File: config.mk
export PLATFORM = sky130hd
export DESIGN_NAME = entropy_divergence_accumulator_top
export DESIGN_NICKNAME = d
export VERILOG_FILES = /design/src/eda_pkg.sv /design/src/eda_front.sv /design/src/eda_queue.sv /design/src/eda_back.sv /design/src/eda_finish.sv /design/src/entropy_divergence_accumulator_top.sv
export VERILOG_INCLUDE_DIRS = /design/src /design/src/src
export SDC_FILE = /design/constraint.sdc
export NUM_CORES = 2
export LEC_CHECK = 0
export BUFFER_PORTS_ARGS = -buffer_cell sky130_fd_sc_hd__buf_2
export CORE_ASPECT_RATIO = 1.75
export CORE_MARGIN = 8
export CORE_UTILIZATION = 30
export DETAILED_ROUTE_END_ITERATION = 8
export PLACE_DENSITY_LB_ADDON = 0.2
export SLEW_MARGIN = 10
export SYNTH_ARGS = -nofsm -noshare
export SYNTH_HDL_FRONTEND = slang
export SYNTH_SLANG_ARGS = --single-unit
File: constraint.sdc
create_clock -name clock -period 17.8 [get_ports clock]
set_input_delay 1.78 -clock clock [delete_from_list [all_inputs] [get_ports clock]]
set_output_delay 1.78 -clock clock [all_outputs]
set_load 0.02 [all_outputs]
File: src/entropy_divergence_accumulator_top_assert.svh
// Assertion macros for the entropy/divergence accumulator.
// Used by entropy_divergence_accumulator_top.sv; no other dependencies.
`ifndef ENTROPY_DIVERGENCE_ACCUMULATOR_TOP_ASSERT_SVH
`define ENTROPY_DIVERGENCE_ACCUMULATOR_TOP_ASSERT_SVH

`ifndef ASSERT_OFF

// same-cycle implication
`define EDA_ASSERT_SAME(label, clk, rst, cond, conseq, msg) \
   label: assert property (@(posedge clk) disable iff (rst) (cond) |-> (conseq)) \
      else $error(msg);

// next-cycle implication
`define EDA_ASSERT_NEXT(label, clk, rst, cond, conseq, msg) \
   label: assert property (@(posedge clk) disable iff (rst) (cond) |=> (conseq)) \
      else $error(msg);

`else

`define EDA_ASSERT_SAME(label, clk, rst, cond, conseq, msg)
`define EDA_ASSERT_NEXT(label, clk, rst, cond, conseq, msg)

`endif

`endif

File: src/eda_pkg.sv
// Shared types, constants and arithmetic helpers for the entropy/divergence accumulator.
// No dependencies; imported by every module of the block.
package eda_pkg;

   // log table geometry
   localparam int LOG_TABLE_BITS = 8;
   localparam int TABLE_SIZE     = 1 << LOG_TABLE_BITS;

   // field widths
   localparam int PROB_BITS   = 17;
   localparam int VAR_BITS    = 32;
   localparam int COUNT_BITS  = 16;
   localparam int ACC_BITS    = 64;
   localparam int LEAD_BITS   = 5;
   localparam int LOG_BITS    = 22;   // signed Q6.16
   localparam int DIFF_BITS   = 23;
   localparam int WEIGHT_BITS = 18;
   localparam int TERM_BITS   = WEIGHT_BITS + DIFF_BITS;
   localparam int KQ_BITS     = 34;
   localparam int NK_BITS     = COUNT_BITS + KQ_BITS;

   localparam logic [COUNT_BITS-1:0] MAX_ITEMS   = 16'd65535;
   localparam logic [KQ_BITS-1:0]    GAUSS_K_Q32 = 34'd8792208591;
   localparam logic signed [WEIGHT_BITS-1:0] WEIGHT_ONE = 18'sd65536;

   localparam logic signed [ACC_BITS-1:0] ACC_MAX = {1'b0, {(ACC_BITS-1){1'b1}}};
   localparam logic signed [ACC_BITS-1:0] ACC_MIN = {1'b1, {(ACC_BITS-1){1'b0}}};

   // queue between front and back
   localparam int QUEUE_DEPTH    = 4;
   localparam int QUEUE_PTR_BITS = $clog2(QUEUE_DEPTH);

   typedef enum logic [1:0] {
      MODE_ENTROPY   = 2'd0,
      MODE_DIRECTED  = 2'd1,
      MODE_SYMMETRIC = 2'd2,
      MODE_GAUSS     = 2'd3
   } mode_type;

   typedef struct packed {
      logic [PROB_BITS-1:0] p_value;
      logic [PROB_BITS-1:0] q_value;
      logic [VAR_BITS-1:0]  var_value;
      logic                 last;
   } req_word_type;

   typedef struct packed {
      logic signed [ACC_BITS-1:0] result;
      logic                       error;
      logic [COUNT_BITS-1:0]      item_count;
   } rsp_word_type;

   // classified element, front to back
   typedef struct packed {
      mode_type                       mode;
      logic [VAR_BITS-1:0]            op_a;
      logic [PROB_BITS-1:0]           op_b;
      logic                           use_b;
      logic signed [WEIGHT_BITS-1:0]  weight;
      logic                           err;
      logic                           last;
   } elem_type;

   // closed vector, accumulator to finisher
   typedef struct packed {
      logic signed [ACC_BITS-1:0] sum;
      logic [COUNT_BITS-1:0]      count;
      logic                       err;
      mode_type                   mode;
   } done_type;

   typedef logic [15:0] lut_type [TABLE_SIZE];

   // log2(1 + i/2^B) in Q.16 by repeated squaring, evaluated at elaboration
   function automatic lut_type build_log_lut();
      lut_type      t;
      logic [63:0]  y;
      logic [63:0]  frac;
      logic [127:0] prod;
      for (int i = 0; i < TABLE_SIZE; i++) begin
         y    = (64'd1 << 62) + (64'(i) << (62 - LOG_TABLE_BITS));
         frac = '0;
         for (int k = 0; k < 24; k++) begin
            prod = 128'(y) * 128'(y);
            y    = prod[125:62];
            frac = frac << 1;
            if (y[63]) begin
               frac[0] = 1'b1;
               y       = y >> 1;
            end
         end
         t[i] = 16'((frac + 64'd128) >> 8);
      end
      return t;
   endfunction

   localparam lut_type LOG_LUT = build_log_lut();

   // position of the leading one (zero for a zero word)
   function automatic logic [LEAD_BITS-1:0] lead_one(input logic [VAR_BITS-1:0] v);
      logic [LEAD_BITS-1:0] m;
      m = '0;
      for (int i = 0; i < VAR_BITS; i++) begin
         if (v[i]) begin
            m = LEAD_BITS'(i);
         end
      end
      return m;
   endfunction

   // log2 in Q.16 of a raw Q16.16 word with known leading-one position
   function automatic logic signed [LOG_BITS-1:0] log_q16(input logic [VAR_BITS-1:0] v,
                                                          input logic [LEAD_BITS-1:0] m);
      logic [VAR_BITS-1:0]       norm;
      logic [LOG_TABLE_BITS-1:0] idx;
      logic [5:0]                ipart;
      norm  = v << (5'd31 - m);
      idx   = norm[VAR_BITS-2 -: LOG_TABLE_BITS];
      ipart = {1'b0, m} - 6'd16;
      return {ipart, LOG_LUT[idx]};
   endfunction

   // signed add clamped to the 64-bit range
   function automatic logic signed [ACC_BITS-1:0] sat_add64(input logic signed [ACC_BITS-1:0] a,
                                                            input logic signed [ACC_BITS-1:0] b);
      logic [ACC_BITS:0] s;
      s = {a[ACC_BITS-1], a} + {b[ACC_BITS-1], b};
      if (s[ACC_BITS] != s[ACC_BITS-1]) begin
         return s[ACC_BITS] ? ACC_MIN : ACC_MAX;
      end
      return s[ACC_BITS-1:0];
   endfunction

endpackage

File: src/eda_front.sv
// Front end: holds the mode register, accepts input words and classifies them.
// Depends on eda_pkg.
module eda_front
   import eda_pkg::*;
(
   input  logic         clock,
   input  logic         reset,
   input  logic         req_valid,
   output logic         req_ready,
   input  req_word_type req_data,
   input  logic         csr_valid,
   output logic         csr_ready,
   input  logic [1:0]   csr_data,
   output logic         push_valid,
   input  logic         push_ready,
   output elem_type     push_elem
);

   mode_type mode_ff;

   // mode register, always writable
   assign csr_ready = 1'b1;

   always_ff @(posedge clock) begin
      if (reset) begin
         mode_ff <= MODE_ENTROPY;
      end else if (csr_valid) begin
         mode_ff <= mode_type'(csr_data);
      end
   end

   assign req_ready  = push_ready;
   assign push_valid = req_valid;

   // pick operands and signed weight; a zero weight makes the term vanish
   always_comb begin
      logic [WEIGHT_BITS-1:0] p_ext;
      logic [WEIGHT_BITS-1:0] q_ext;
      p_ext            = {1'b0, req_data.p_value};
      q_ext            = {1'b0, req_data.q_value};
      push_elem.mode   = mode_ff;
      push_elem.op_a   = {{(VAR_BITS-PROB_BITS){1'b0}}, req_data.p_value};
      push_elem.op_b   = req_data.q_value;
      push_elem.use_b  = 1'b0;
      push_elem.weight = '0;
      push_elem.err    = 1'b0;
      push_elem.last   = req_data.last;
      unique case (mode_ff)
         MODE_ENTROPY: begin
            if (req_data.p_value == '0) begin
               push_elem.err = 1'b1;
            end else begin
               push_elem.weight = $signed('0 - p_ext);
            end
         end
         MODE_DIRECTED: begin
            push_elem.use_b = 1'b1;
            if (req_data.q_value == '0) begin
               push_elem.err = 1'b1;
            end else begin
               push_elem.weight = $signed(p_ext);
            end
         end
         MODE_SYMMETRIC: begin
            push_elem.use_b = 1'b1;
            if (req_data.p_value == '0 || req_data.q_value == '0) begin
               push_elem.err = 1'b1;
            end else begin
               push_elem.weight = $signed(p_ext - q_ext);
            end
         end
         MODE_GAUSS: begin
            push_elem.op_a = req_data.var_value;
            if (req_data.var_value == '0) begin
               push_elem.err = 1'b1;
            end else begin
               push_elem.weight = WEIGHT_ONE;
            end
         end
         default: begin
            push_elem.err = 1'b0;
         end
      endcase
   end

endmodule

File: src/eda_queue.sv
// Short FIFO of classified elements between front and back.
// Depends on eda_pkg.
module eda_queue
   import eda_pkg::*;
(
   input  logic     clock,
   input  logic     reset,
   input  logic     wr_valid,
   output logic     wr_ready,
   input  elem_type wr_elem,
   output logic     rd_valid,
   input  logic     rd_ready,
   output elem_type rd_elem
);

   elem_type                  slot_ff [QUEUE_DEPTH];
   logic [QUEUE_PTR_BITS-1:0] wr_ptr_ff;
   logic [QUEUE_PTR_BITS-1:0] rd_ptr_ff;
   logic [QUEUE_PTR_BITS:0]   count_ff;
   logic                      push;
   logic                      pop;

   assign wr_ready = (count_ff < (QUEUE_PTR_BITS+1)'(QUEUE_DEPTH));
   assign rd_valid = (count_ff != '0);
   assign push     = wr_valid && wr_ready;
   assign pop      = rd_valid && rd_ready;
   assign rd_elem  = slot_ff[rd_ptr_ff];

   // storage
   always_ff @(posedge clock) begin
      if (push) begin
         slot_ff[wr_ptr_ff] <= wr_elem;
      end
   end

   // pointers and fill count
   always_ff @(posedge clock) begin
      if (reset) begin
         wr_ptr_ff <= '0;
         rd_ptr_ff <= '0;
         count_ff  <= '0;
      end else begin
         if (push) begin
            wr_ptr_ff <= wr_ptr_ff + 1'b1;
         end
         if (pop) begin
            rd_ptr_ff <= rd_ptr_ff + 1'b1;
         end
         if (push && !pop) begin
            count_ff <= count_ff + 1'b1;
         end else if (pop && !push) begin
            count_ff <= count_ff - 1'b1;
         end
      end
   end

endmodule

File: src/eda_back.sv
// Back end: leading-one search, table log, weight multiply and saturating accumulate.
// Depends on eda_pkg.
module eda_back
   import eda_pkg::*;
(
   input  logic     clock,
   input  logic     reset,
   input  logic     advance,
   input  logic     in_valid,
   input  elem_type in_elem,
   output logic     done_valid,
   output done_type done_word
);

   // stage 1: leading-one positions
   logic                     s1_valid_ff;
   elem_type                 s1_elem_ff;
   logic [LEAD_BITS-1:0]     s1_ma_ff;
   logic [LEAD_BITS-1:0]     s1_mb_ff;

   // stage 2: log difference
   logic                          s2_valid_ff;
   logic signed [DIFF_BITS-1:0]   s2_diff_ff;
   logic signed [WEIGHT_BITS-1:0] s2_weight_ff;
   logic                          s2_err_ff;
   logic                          s2_last_ff;
   mode_type                      s2_mode_ff;

   // stage 3: term
   logic                        s3_valid_ff;
   logic signed [TERM_BITS-1:0] s3_term_ff;
   logic                        s3_err_ff;
   logic                        s3_last_ff;
   mode_type                    s3_mode_ff;

   // accumulator state
   logic signed [ACC_BITS-1:0] acc_ff;
   logic [COUNT_BITS-1:0]      cnt_ff;
   logic                       err_ff;
   logic                       done_valid_ff;
   done_type                   done_ff;

   logic signed [LOG_BITS-1:0]  log_a;
   logic signed [LOG_BITS-1:0]  log_b;
   logic signed [DIFF_BITS-1:0] diff_in;
   logic signed [ACC_BITS-1:0]  acc_in;
   logic [COUNT_BITS-1:0]       cnt_in;
   logic                        err_in;

   always_ff @(posedge clock) begin
      if (reset) begin
         s1_valid_ff <= 1'b0;
         s2_valid_ff <= 1'b0;
         s3_valid_ff <= 1'b0;
      end else if (advance) begin
         s1_valid_ff <= in_valid;
         s2_valid_ff <= s1_valid_ff;
         s3_valid_ff <= s2_valid_ff;
      end
   end

   // stage 1
   always_ff @(posedge clock) begin
      if (advance) begin
         s1_elem_ff <= in_elem;
         s1_ma_ff   <= lead_one(in_elem.op_a);
         s1_mb_ff   <= lead_one({{(VAR_BITS-PROB_BITS){1'b0}}, in_elem.op_b});
      end
   end

   // stage 2: normalize, table lookup, subtract
   always_comb begin
      log_a = log_q16(s1_elem_ff.op_a, s1_ma_ff);
      log_b = s1_elem_ff.use_b ?
              log_q16({{(VAR_BITS-PROB_BITS){1'b0}}, s1_elem_ff.op_b}, s1_mb_ff) : '0;
      diff_in = DIFF_BITS'(log_a) - DIFF_BITS'(log_b);
   end

   always_ff @(posedge clock) begin
      if (advance) begin
         s2_diff_ff   <= diff_in;
         s2_weight_ff <= s1_elem_ff.weight;
         s2_err_ff    <= s1_elem_ff.err;
         s2_last_ff   <= s1_elem_ff.last;
         s2_mode_ff   <= s1_elem_ff.mode;
      end
   end

   // stage 3: weight times log difference
   always_ff @(posedge clock) begin
      if (advance) begin
         s3_term_ff <= TERM_BITS'(s2_weight_ff) * TERM_BITS'(s2_diff_ff);
         s3_err_ff  <= s2_err_ff;
         s3_last_ff <= s2_last_ff;
         s3_mode_ff <= s2_mode_ff;
      end
   end

   // accumulate; a last word closes the vector and clears the state
   always_comb begin
      acc_in = sat_add64(acc_ff, ACC_BITS'(s3_term_ff));
      cnt_in = (cnt_ff < MAX_ITEMS) ? cnt_ff + 1'b1 : cnt_ff;
      err_in = err_ff | s3_err_ff;
   end

   always_ff @(posedge clock) begin
      if (reset) begin
         acc_ff        <= '0;
         cnt_ff        <= '0;
         err_ff        <= 1'b0;
         done_valid_ff <= 1'b0;
      end else if (advance) begin
         done_valid_ff <= s3_valid_ff && s3_last_ff;
         if (s3_valid_ff) begin
            if (s3_last_ff) begin
               acc_ff <= '0;
               cnt_ff <= '0;
               err_ff <= 1'b0;
            end else begin
               acc_ff <= acc_in;
               cnt_ff <= cnt_in;
               err_ff <= err_in;
            end
         end
      end
   end

   always_ff @(posedge clock) begin
      if (advance) begin
         done_ff.sum   <= acc_in;
         done_ff.count <= cnt_in;
         done_ff.err   <= err_in;
         done_ff.mode  <= s3_mode_ff;
      end
   end

   assign done_valid = done_valid_ff;
   assign done_word  = done_ff;

endmodule

File: src/eda_finish.sv
// Finisher: gaussian end formula, output register and the back-end stall signal.
// Depends on eda_pkg.
module eda_finish
   import eda_pkg::*;
(
   input  logic         clock,
   input  logic         reset,
   input  logic         done_valid,
   input  done_type     done_word,
   output logic         advance,
   output logic         rsp_valid,
   input  logic         rsp_ready,
   output rsp_word_type rsp_data
);

   logic                       f2_valid_ff;
   logic signed [ACC_BITS-1:0] f2_half_ff;
   logic [NK_BITS-1:0]         f2_nk_ff;
   done_type                   f2_word_ff;

   logic                       f3_valid_ff;
   logic signed [ACC_BITS-1:0] f3_hsum_ff;
   done_type                   f3_word_ff;

   logic                       rsp_valid_ff;
   rsp_word_type               rsp_data_ff;
   logic signed [ACC_BITS-1:0] result_in;

   // the whole back end moves when the output register is free or drained
   assign advance = !rsp_valid_ff || rsp_ready;

   always_ff @(posedge clock) begin
      if (reset) begin
         f2_valid_ff  <= 1'b0;
         f3_valid_ff  <= 1'b0;
         rsp_valid_ff <= 1'b0;
      end else if (advance) begin
         f2_valid_ff  <= done_valid;
         f3_valid_ff  <= f2_valid_ff;
         rsp_valid_ff <= f3_valid_ff;
      end
   end

   // floor halving and n*K
   always_ff @(posedge clock) begin
      if (advance) begin
         f2_half_ff <= done_word.sum >>> 1;
         f2_nk_ff   <= NK_BITS'(done_word.count) * NK_BITS'(GAUSS_K_Q32);
         f2_word_ff <= done_word;
      end
   end

   // half-sum plus n*K
   always_ff @(posedge clock) begin
      if (advance) begin
         f3_hsum_ff <= sat_add64(f2_half_ff, ACC_BITS'(f2_nk_ff));
         f3_word_ff <= f2_word_ff;
      end
   end

   // saturating negation in gaussian mode, raw sum otherwise
   always_comb begin
      if (f3_word_ff.mode == MODE_GAUSS) begin
         result_in = (f3_hsum_ff == ACC_MIN) ? ACC_MAX : -f3_hsum_ff;
      end else begin
         result_in = f3_word_ff.sum;
      end
   end

   always_ff @(posedge clock) begin
      if (advance) begin
         rsp_data_ff.result     <= result_in;
         rsp_data_ff.error      <= f3_word_ff.err;
         rsp_data_ff.item_count <= f3_word_ff.count;
      end
   end

   assign rsp_valid = rsp_valid_ff;
   assign rsp_data  = rsp_data_ff;

endmodule

File: src/entropy_divergence_accumulator_top.sv
// Streaming entropy / KL-divergence accumulator, result in bits (signed Q.32).
// Input channel req_*: one vector element per word (p, q, variance, last).
// Result channel rsp_*: one word per vector, sent for the element with last set:
//   saturated measure, error flag for a zero operand that had to be logged, and count.
// Config channel csr_*: writes the 2-bit mode; always ready, write only while idle.
// Throughput: one element per clock while the back end is not stalled; the back end is a
// four-stage pipeline (leading-one search, table log, one 18x23 multiply, accumulate) and
// every stage takes a new word each cycle that it advances.
// A 4-word queue parts the front from the back. When the receiver holds rsp_ready
// low while a result waits, the back end stalls as a whole, the queue keeps taking
// words until full, and req_ready drops only then.
// Reset (synchronous, active high) clears the mode to entropy, the accumulator,
// count and error flag, and empties queue and pipeline.
// Depends on eda_pkg and the eda_front, eda_queue, eda_back, eda_finish modules.
`include "entropy_divergence_accumulator_top_assert.svh"

module entropy_divergence_accumulator_top
   import eda_pkg::*;
(
   input  logic         clock,
   input  logic         reset,
   input  logic         req_valid,
   output logic         req_ready,
   input  req_word_type req_data,
   output logic         rsp_valid,
   input  logic         rsp_ready,
   output rsp_word_type rsp_data,
   input  logic         csr_valid,
   output logic         csr_ready,
   input  logic [1:0]   csr_data
);

   logic     push_valid;
   logic     push_ready;
   elem_type push_elem;
   logic     q_valid;
   elem_type q_elem;
   logic     advance;
   logic     done_valid;
   done_type done_word;

   eda_front u_front (
      .clock      (clock),
      .reset      (reset),
      .req_valid  (req_valid),
      .req_ready  (req_ready),
      .req_data   (req_data),
      .csr_valid  (csr_valid),
      .csr_ready  (csr_ready),
      .csr_data   (csr_data),
      .push_valid (push_valid),
      .push_ready (push_ready),
      .push_elem  (push_elem)
   );

   eda_queue u_queue (
      .clock    (clock),
      .reset    (reset),
      .wr_valid (push_valid),
      .wr_ready (push_ready),
      .wr_elem  (push_elem),
      .rd_valid (q_valid),
      .rd_ready (advance),
      .rd_elem  (q_elem)
   );

   eda_back u_back (
      .clock      (clock),
      .reset      (reset),
      .advance    (advance),
      .in_valid   (q_valid),
      .in_elem    (q_elem),
      .done_valid (done_valid),
      .done_word  (done_word)
   );

   eda_finish u_finish (
      .clock      (clock),
      .reset      (reset),
      .done_valid (done_valid),
      .done_word  (done_word),
      .advance    (advance),
      .rsp_valid  (rsp_valid),
      .rsp_ready  (rsp_ready),
      .rsp_data   (rsp_data)
   );

   // every result covers at least its closing element
   `EDA_ASSERT_SAME(a_count_nonzero, clock, reset, rsp_valid, rsp_data.item_count != '0, "result with zero item count")

   // a stalled back end must not drop the queue head
   `EDA_ASSERT_NEXT(a_head_kept, clock, reset, q_valid && !advance, q_valid, "queue head lost while stalled")

   // nothing is presented right after reset
   `EDA_ASSERT_NEXT(a_reset_quiet, clock, 1'b0, reset, !rsp_valid, "result valid after reset")

endmodule

== After elaboration in Yosys (flattened, before gate mapping) ==
Memories as Yosys holds them, arrays and structs flattened. A register that Yosys moved wholly into a read port is not among the register bits.
Cells that the tools add are included.

* Memory bits (writable): 288
* Memory bits (read-only): 8192
* Output and inout port bits: 84
* Input port bits: 74
* Memories: 3
* Register bits: 776
* Logic and storage cells: 194

{| class="wikitable"
|+ Memory list
! memory !! depth !! bits a word !! read ports !! clocked after Yosys merged registers in !! wr ports !! line !! RTL
|-
| (name not given) || 256 || 16 || 1 || 0 || 0 || eda_pkg.sv:120 || <nowiki>return {ipart, LOG_LUT[idx]};</nowiki>
|-
| (name not given) || 256 || 16 || 1 || 0 || 0 || eda_pkg.sv:120 ||
|-
| u_queue.slot_ff || 4 || 72 || 1 || 1 || 1 || eda_queue.sv:16 || <nowiki>elem_type slot_ff [QUEUE_DEPTH];</nowiki>
|}

* Bitwise operators: 3
* Multiply operators: 2
* Multiplexer cells: 82
* Reductions and logical operators: 22
* Shift-type cells: 2
* $add $sub $neg: 15
* Eq/ne operators: 7
* Order comparisons: 4

{| class="wikitable"
|+ Operators by type and width
! cell !! number
|-
| 64-bit two-way mux || 9
|-
| 16-bit two-way mux || 6
|-
| 4-bit two-way mux || 24
|-
| 19-bit case mux with 4 select lines || 1
|-
| 64-bit by 41-bit adder with 65-bit output || 1
|-
| 63-bit by 51-bit adder with 64-bit output || 1
|-
| 64-bit == test, second input constant || 1
|-
| 64-bit negation || 1
|-
| 16-bit by 34-bit multiplier with 50-bit output, second input constant || 1
|-
| 3-bit two-way mux || 14
|-
| 18-bit by 23-bit multiplier with 41-bit output || 1
|-
| 18-bit two-way mux || 2
|-
| 17-bit logical NOT || 2
|-
| 17-bit two-way mux || 2
|-
| 32-bit logical NOT || 1
|-
| 32-bit two-way mux || 1
|-
| 32-bit by 5-bit left shift with 31-bit output || 1
|-
| 17-bit by 5-bit left shift with 31-bit output || 1
|-
| 22-bit by 22-bit subtractor with 23-bit output || 1
|-
| 22-bit two-way mux || 1
|-
| 9-bit >= comparator, second input constant || 2
|-
| 8-bit NOT with 9-bit output || 2
|-
| 1-bit by 17-bit subtractor with 18-bit output, first input constant || 1
|-
| 17-bit by 17-bit subtractor with 18-bit output || 1
|-
| 25 further kinds || 59
|}

== Logic depth before layout (Yosys ltp) ==
* Depth in word-level cells: 30
* Mapped depth: 32
* Gate-level depth less buffers: 27

== Hierarchy ==
Synthesis repeated with hierarchy kept, for this count alone.

* Cells, all modules: 7683
* Area, all modules: 79851.6 µm²

{| class="wikitable"
|+ Modules (own cells, without submodules)
! module !! area an instance (µm²) !! seq. area each (µm²) !! cells each !! instances
|-
| eda_back || 42203.0 || 9328.9 || 4852 || 1
|-
| eda_finish || 24448.4 || 10870.4 || 2079 || 1
|-
| eda_queue || 10914.2 || 8828.5 || 422 || 1
|-
| eda_front || 2285.9 || 40.0 || 330 || 1
|}

== Worst setup path before layout ==
Ideal clock, no wire load.

* Path type: input -> register
* From: input port rsp_ready
* To: register u_queue.count_ff[2]
* Data arrival time: 18.756 ns
* Path buffers: 1
* Cell stages on the path: 10
* Slack: -1.026 ns
* Cells stage by stage: nor2b_1 > clkbuf_1 > clkinv_1 > o31ai_1 > ha_1 > inv_1 > fa_1 > xor2_1 > or3_1 > a21oi_1

* Word-level cells in the longest chain between the ends: 5
* Elaborated cells between the ends (all ways): 7
* Classes of those cells: mux (1); reduce/logical (6)

{| class="wikitable"
|+ Ends and longest elaborated chain
! what !! line !! RTL
|-
| start: declaration || entropy_divergence_accumulator_top.sv:26 || <nowiki>input logic rsp_ready,</nowiki>
|-
| 1-bit logical OR * || eda_finish.sv:30 || <nowiki>assign advance = !rsp_valid_ff || rsp_ready;</nowiki>
|-
| 1-bit logical AND * || eda_queue.sv:26 || <nowiki>assign pop = rd_valid && rd_ready;</nowiki>
|-
| 1-bit logical NOT || eda_queue.sv:49 || <nowiki>if (push && !pop) begin</nowiki>
|-
| 1-bit logical AND || eda_queue.sv:49 ||
|-
| 3-bit two-way mux / 2-bit nonzero test (equally long branches) || n/a ||
|-
| end signal: assignment || eda_queue.sv:50 || <nowiki>count_ff <= count_ff + 1'b1;</nowiki>
|-
| end signal: assignment || eda_queue.sv:52 || <nowiki>count_ff <= count_ff - 1'b1;</nowiki>
|-
| end: declaration || eda_queue.sv:19 || <nowiki>logic [QUEUE_PTR_BITS:0] count_ff;</nowiki>
|}

Every way passes the cells marked *; elsewhere a longest branch is shown, timed or not.
A chain may end at the register's enable or synchronous reset.

== Final worst setup path ==
* From: register u_back.s1_mb_ff[0]
* To: register u_back.s2_diff_ff[18] (data pin)

* Word-level cells in the longest chain between the ends: 8
* Elaborated cells between the ends (all ways): 9
* Classes of those cells: add/sub (3); shift (1); mux (3); bitwise (1); memory (1)

{| class="wikitable"
|+ Ends and longest elaborated chain
! what !! line !! RTL
|-
| start: declaration || eda_back.sv:19 || <nowiki>logic [LEAD_BITS-1:0] s1_mb_ff;</nowiki>
|-
| start signal: assignment || eda_back.sv:67 || <nowiki>s1_mb_ff <= lead_one({{(VAR_BITS-PROB_BITS){1'b0}}, in_elem.op_b});</nowiki>
|-
| 5-bit subtractor || eda_pkg.sv:117 || <nowiki>norm = v << (5'd31 - m);</nowiki>
|-
| 17-bit by 5-bit left shift with 31-bit output || eda_pkg.sv:117 ||
|-
| 8-bit NOT with 9-bit output (not written as such) || eda_pkg.sv:120 ||
|-
| memory 256 x 16 bit || n/a ||
|-
| 16-bit two-way mux (not written as such) (2 in series) || eda_pkg.sv:120 ||
|-
| 22-bit two-way mux * || eda_back.sv:74 || <nowiki>log_b = s1_elem_ff.use_b ?</nowiki>
|-
| 22-bit by 22-bit subtractor with 23-bit output * || eda_back.sv:76 || <nowiki>diff_in = DIFF_BITS'(log_a) - DIFF_BITS'(log_b);</nowiki>
|-
| net u_back.diff_in[18] || eda_back.sv:45 || <nowiki>logic signed [DIFF_BITS-1:0] diff_in;</nowiki>
|-
| end signal: assignment || eda_back.sv:81 || <nowiki>s2_diff_ff <= diff_in;</nowiki>
|-
| end: declaration || eda_back.sv:23 || <nowiki>logic signed [DIFF_BITS-1:0] s2_diff_ff;</nowiki>
|}

The timed path passes the listed nets; every way through them passes the cells marked *. The select of a mux whose other input is x is not followed.

==> results.json <==
{
  "ctsResizeCount": 0,
  "grt_start_max_net_pins": 135,
  "die-height_um": 689,
  "yosys-top-cells-area": "edfxtp_1 35%, fa_1 15%, ha_1 8.2%, inv_1 3.9%, mux4_2 3.6%",
  "post_drt_via_cell_ratio": 5.26,
  "wire_per_inst_um": 24.3,
  "fin_tns_setup_ns": 0,
  "hpwl_um": 205000,
  "vias": 57100,
  "synth_compound_area_share_pct": 13.9,
  "critPathArrivalTime_ns": 9.86,
  "ant_nets": 0,
  "status": "completed",
  "post_route_cells_drive_above_1_share_pct": 8.45,
  "antenna_found_initial": 4,
  "io_pins": 158,
  "core-area_mm2": 0.258,
  "synthDistinctLibCells": 89,
  "cp-end-kind": "register",
  "critPathKind": "reg -> reg",
  "worst_hold_slack_ns": 0.416,
  "cts_buffer_depth": 3,
  "clock_latency_ns": 0.73,
  "ys.flop_type": "edfxtp_1",
  "routabilityCongestion": 1.01,
  "die_width_um": 400,
  "die-area_mm2": 0.276,
  "overflow": 0,
  "fin_util_pct": 33.1,
  "h-tree-depth": 3,
  "fmax_mhz": 106,
  "synth_top_area_share_pct": 34.9,
  "area_growth_pct": 9.93,
  "crit_fanout": 24,
  "cts_tree": "yes",
  "nNetsFinal": 8557,
  "fin_skew_ns": 0.0568,
  "grt_pass1_vias": 61300,
  "synth-edff-count": 902,
  "cts_post_setup_buffers_inserted": 0,
  "syn_area_per_cell_um2": 10.4,
  "synth_top_area_cell": "edfxtp_1",
  "maxCapViolCount": 0,
  "drv_slew": 0,
  "hp-class": "reg -> reg",
  "muxShareOfSynthArea_pct": 4.18,
  "tightest_slew_ns": 1.38,
  "path_clk_slew_ns": 0.06,
  "cp-start-kind": "register",
  "firstDrtPassIters": 6,
  "crit_required_ns": 18.25,
  "portBuffers": 156,
  "finalSetupViolCount": 0,
  "drc": 0,
  "yosysWarnings": 0,
  "grt_pass1_wl_um": 395000,
  "fin_crit_ns": 9.41,
  "min_period_over_period_pct": 52.9,
  "ys_seq_elements": 1001,
  "synth.most_common_cell": "edfxtp_1",
  "setup_slack_ns": 8.39,
  "hold_viol_final": 0,
  "ys_seq_area_share_pct": 37.5,
  "dp_slack_ns": 8.56,
  "rsz0062_at_grt": "no",
  "cts_buffers": 98,
  "root_buffer": "clkbuf_16",
  "netlist_instances": 7432,
  "wirelength_um": 264000,
  "grt_use_total_pct": 18.7,
  "synth_area_mm2": 0.0775,
  "synth_top_family_by_area": "adder cells",
  "synth_common_cells": "902 x edfxtp_1, 816 x inv_1, 722 x nand2_1, 562 x fa_1, 510 x ha_1",
  "synth_simple_gate_area_share_pct": 11.9,
  "rows": 247,
  "initial_core_util_pct": 30.1,
  "synth_xor_area_share_pct": 3.47,
  "slew_headroom_pct": 7.07,
  "synth_fa_ha_area_share_pct": 23.2,
  "drt_iter0_markers": 3505,
  "hold_buffers": 0,
  "synthArstFlopShare_pct": 0,
  "syn-num-nets": 8578,
  "cts_sinks": 1001
}
logic make-up after synthesis:
group	count (synthesis)
mux	167
compound gates	1660
xor+xnor	305
flops	1001
buf+inv	1206
fa+ha+maj	1104
other cells	1
simple gates	1988
final timing paths:
check	from	endpoint	slack, ns	cells after the start
worst min register to register	u_back.done_word[74]	u_finish.f2_word_ff[74]	0.42	0
worst max register to register	u_back.s1_mb_ff[0]	u_back.s2_diff_ff[18]	8.39	24
worst max-delay path	u_back.s1_mb_ff[0]	u_back.s2_diff_ff[18]	8.39	24
worst min-delay path	u_back.done_word[74]	u_finish.f2_word_ff[74]	0.42	0
metal layers:
layer	global-route usage [%]	share of wire (%)	wire length, um
met2	37.5	56	147000
met5	0	0.0099	26
met1	18.2	34	89100
met4	11.1	7.1	18800
met3	2.05	3.5	9140
critical path, cell delays in order, from the launching register on:
cell and delay (ns):
edfxtp_1 1.13, mux4_2 0.63, mux2_2 0.27, nand2_1 0.07, a22o_1 0.24, buf_4 0.33, inv_1 0.42, ha_1 0.72
nor2_1 0.66, o21ai_0 0.20, a221oi_1 0.29, a2111oi_0 0.18, a211oi_1 0.92, ha_1 0.40, nor2b_1 0.14, o21ai_0 0.24
a21boi_0 0.17, o21a_1 0.22, o41ai_1 0.54, o21ai_0 0.29, o221ai_1 0.23, nand2b_1 0.10, a41o_1 0.29, o41ai_1 0.33
xnor2_1 0.12
sequential cells by signal (all words and copies together), names as in the netlist, 3 cells and up, named ones only:
name                 count
u_back.acc_ff           64
u_back.cnt_ff           16
u_back.done_word        83
u_back.s1_elem_ff       71
u_back.s1_ma_ff          5
u_back.s1_mb_ff          5
u_back.s2_diff_ff       23
u_back.s2_weight_ff     18
u_back.s3_term_ff       41
u_finish.f2_nk_ff       49
u_finish.f2_word_ff     83
u_finish.f3_hsum_ff     64
u_finish.f3_word_ff     83
u_finish.rsp_data       81
u_queue.count_ff         3
u_queue.slot_ff        288
metrics by stage:
stage,instance area (um2),std cells
floorplan,77500,7432
global placement,82000,10700
detailed placement,82000,10700
CTS,85200,10900
global route,85200,10900
finish,85200,10900
layout by cell type, fill, tap and decap left out, types with 97 or more instances in the layout:
cell	synthesis	layout
dfxtp_1	99	97
o21ai_0	359	357
inv_1	816	815
nor2_1	476	475
nand2_1	722	721
xnor2_1	208	208
nand3_1	116	116
buf_2	44	156
fa_1	562	562
mux4_2	123	123
clkbuf_16	0	99
nor3_1	149	149
and2_1	191	186
buf_4	2	104
a21oi_1	432	431
ha_1	510	509
edfxtp_1	902	902
a21o_1	135	135
cell type report:
type | count | area, um2
Tap cell | 3361 | 4210
Sequential cell | 1001 | 29100
Clock buffer | 127 | 2670
Fill cell | 26400 | 173000
Multi-Input combinational cell | 5225 | 44000
Antenna cell | 3 | 7.51
Inverter | 823 | 3110
Clock inverter | 55 | 587
Timing Repair Buffer | 262 | 1590
Power is left out: the tool's default activity adds up to more than one toggle a clock period on the data nets, which glitch-free logic cannot reach.
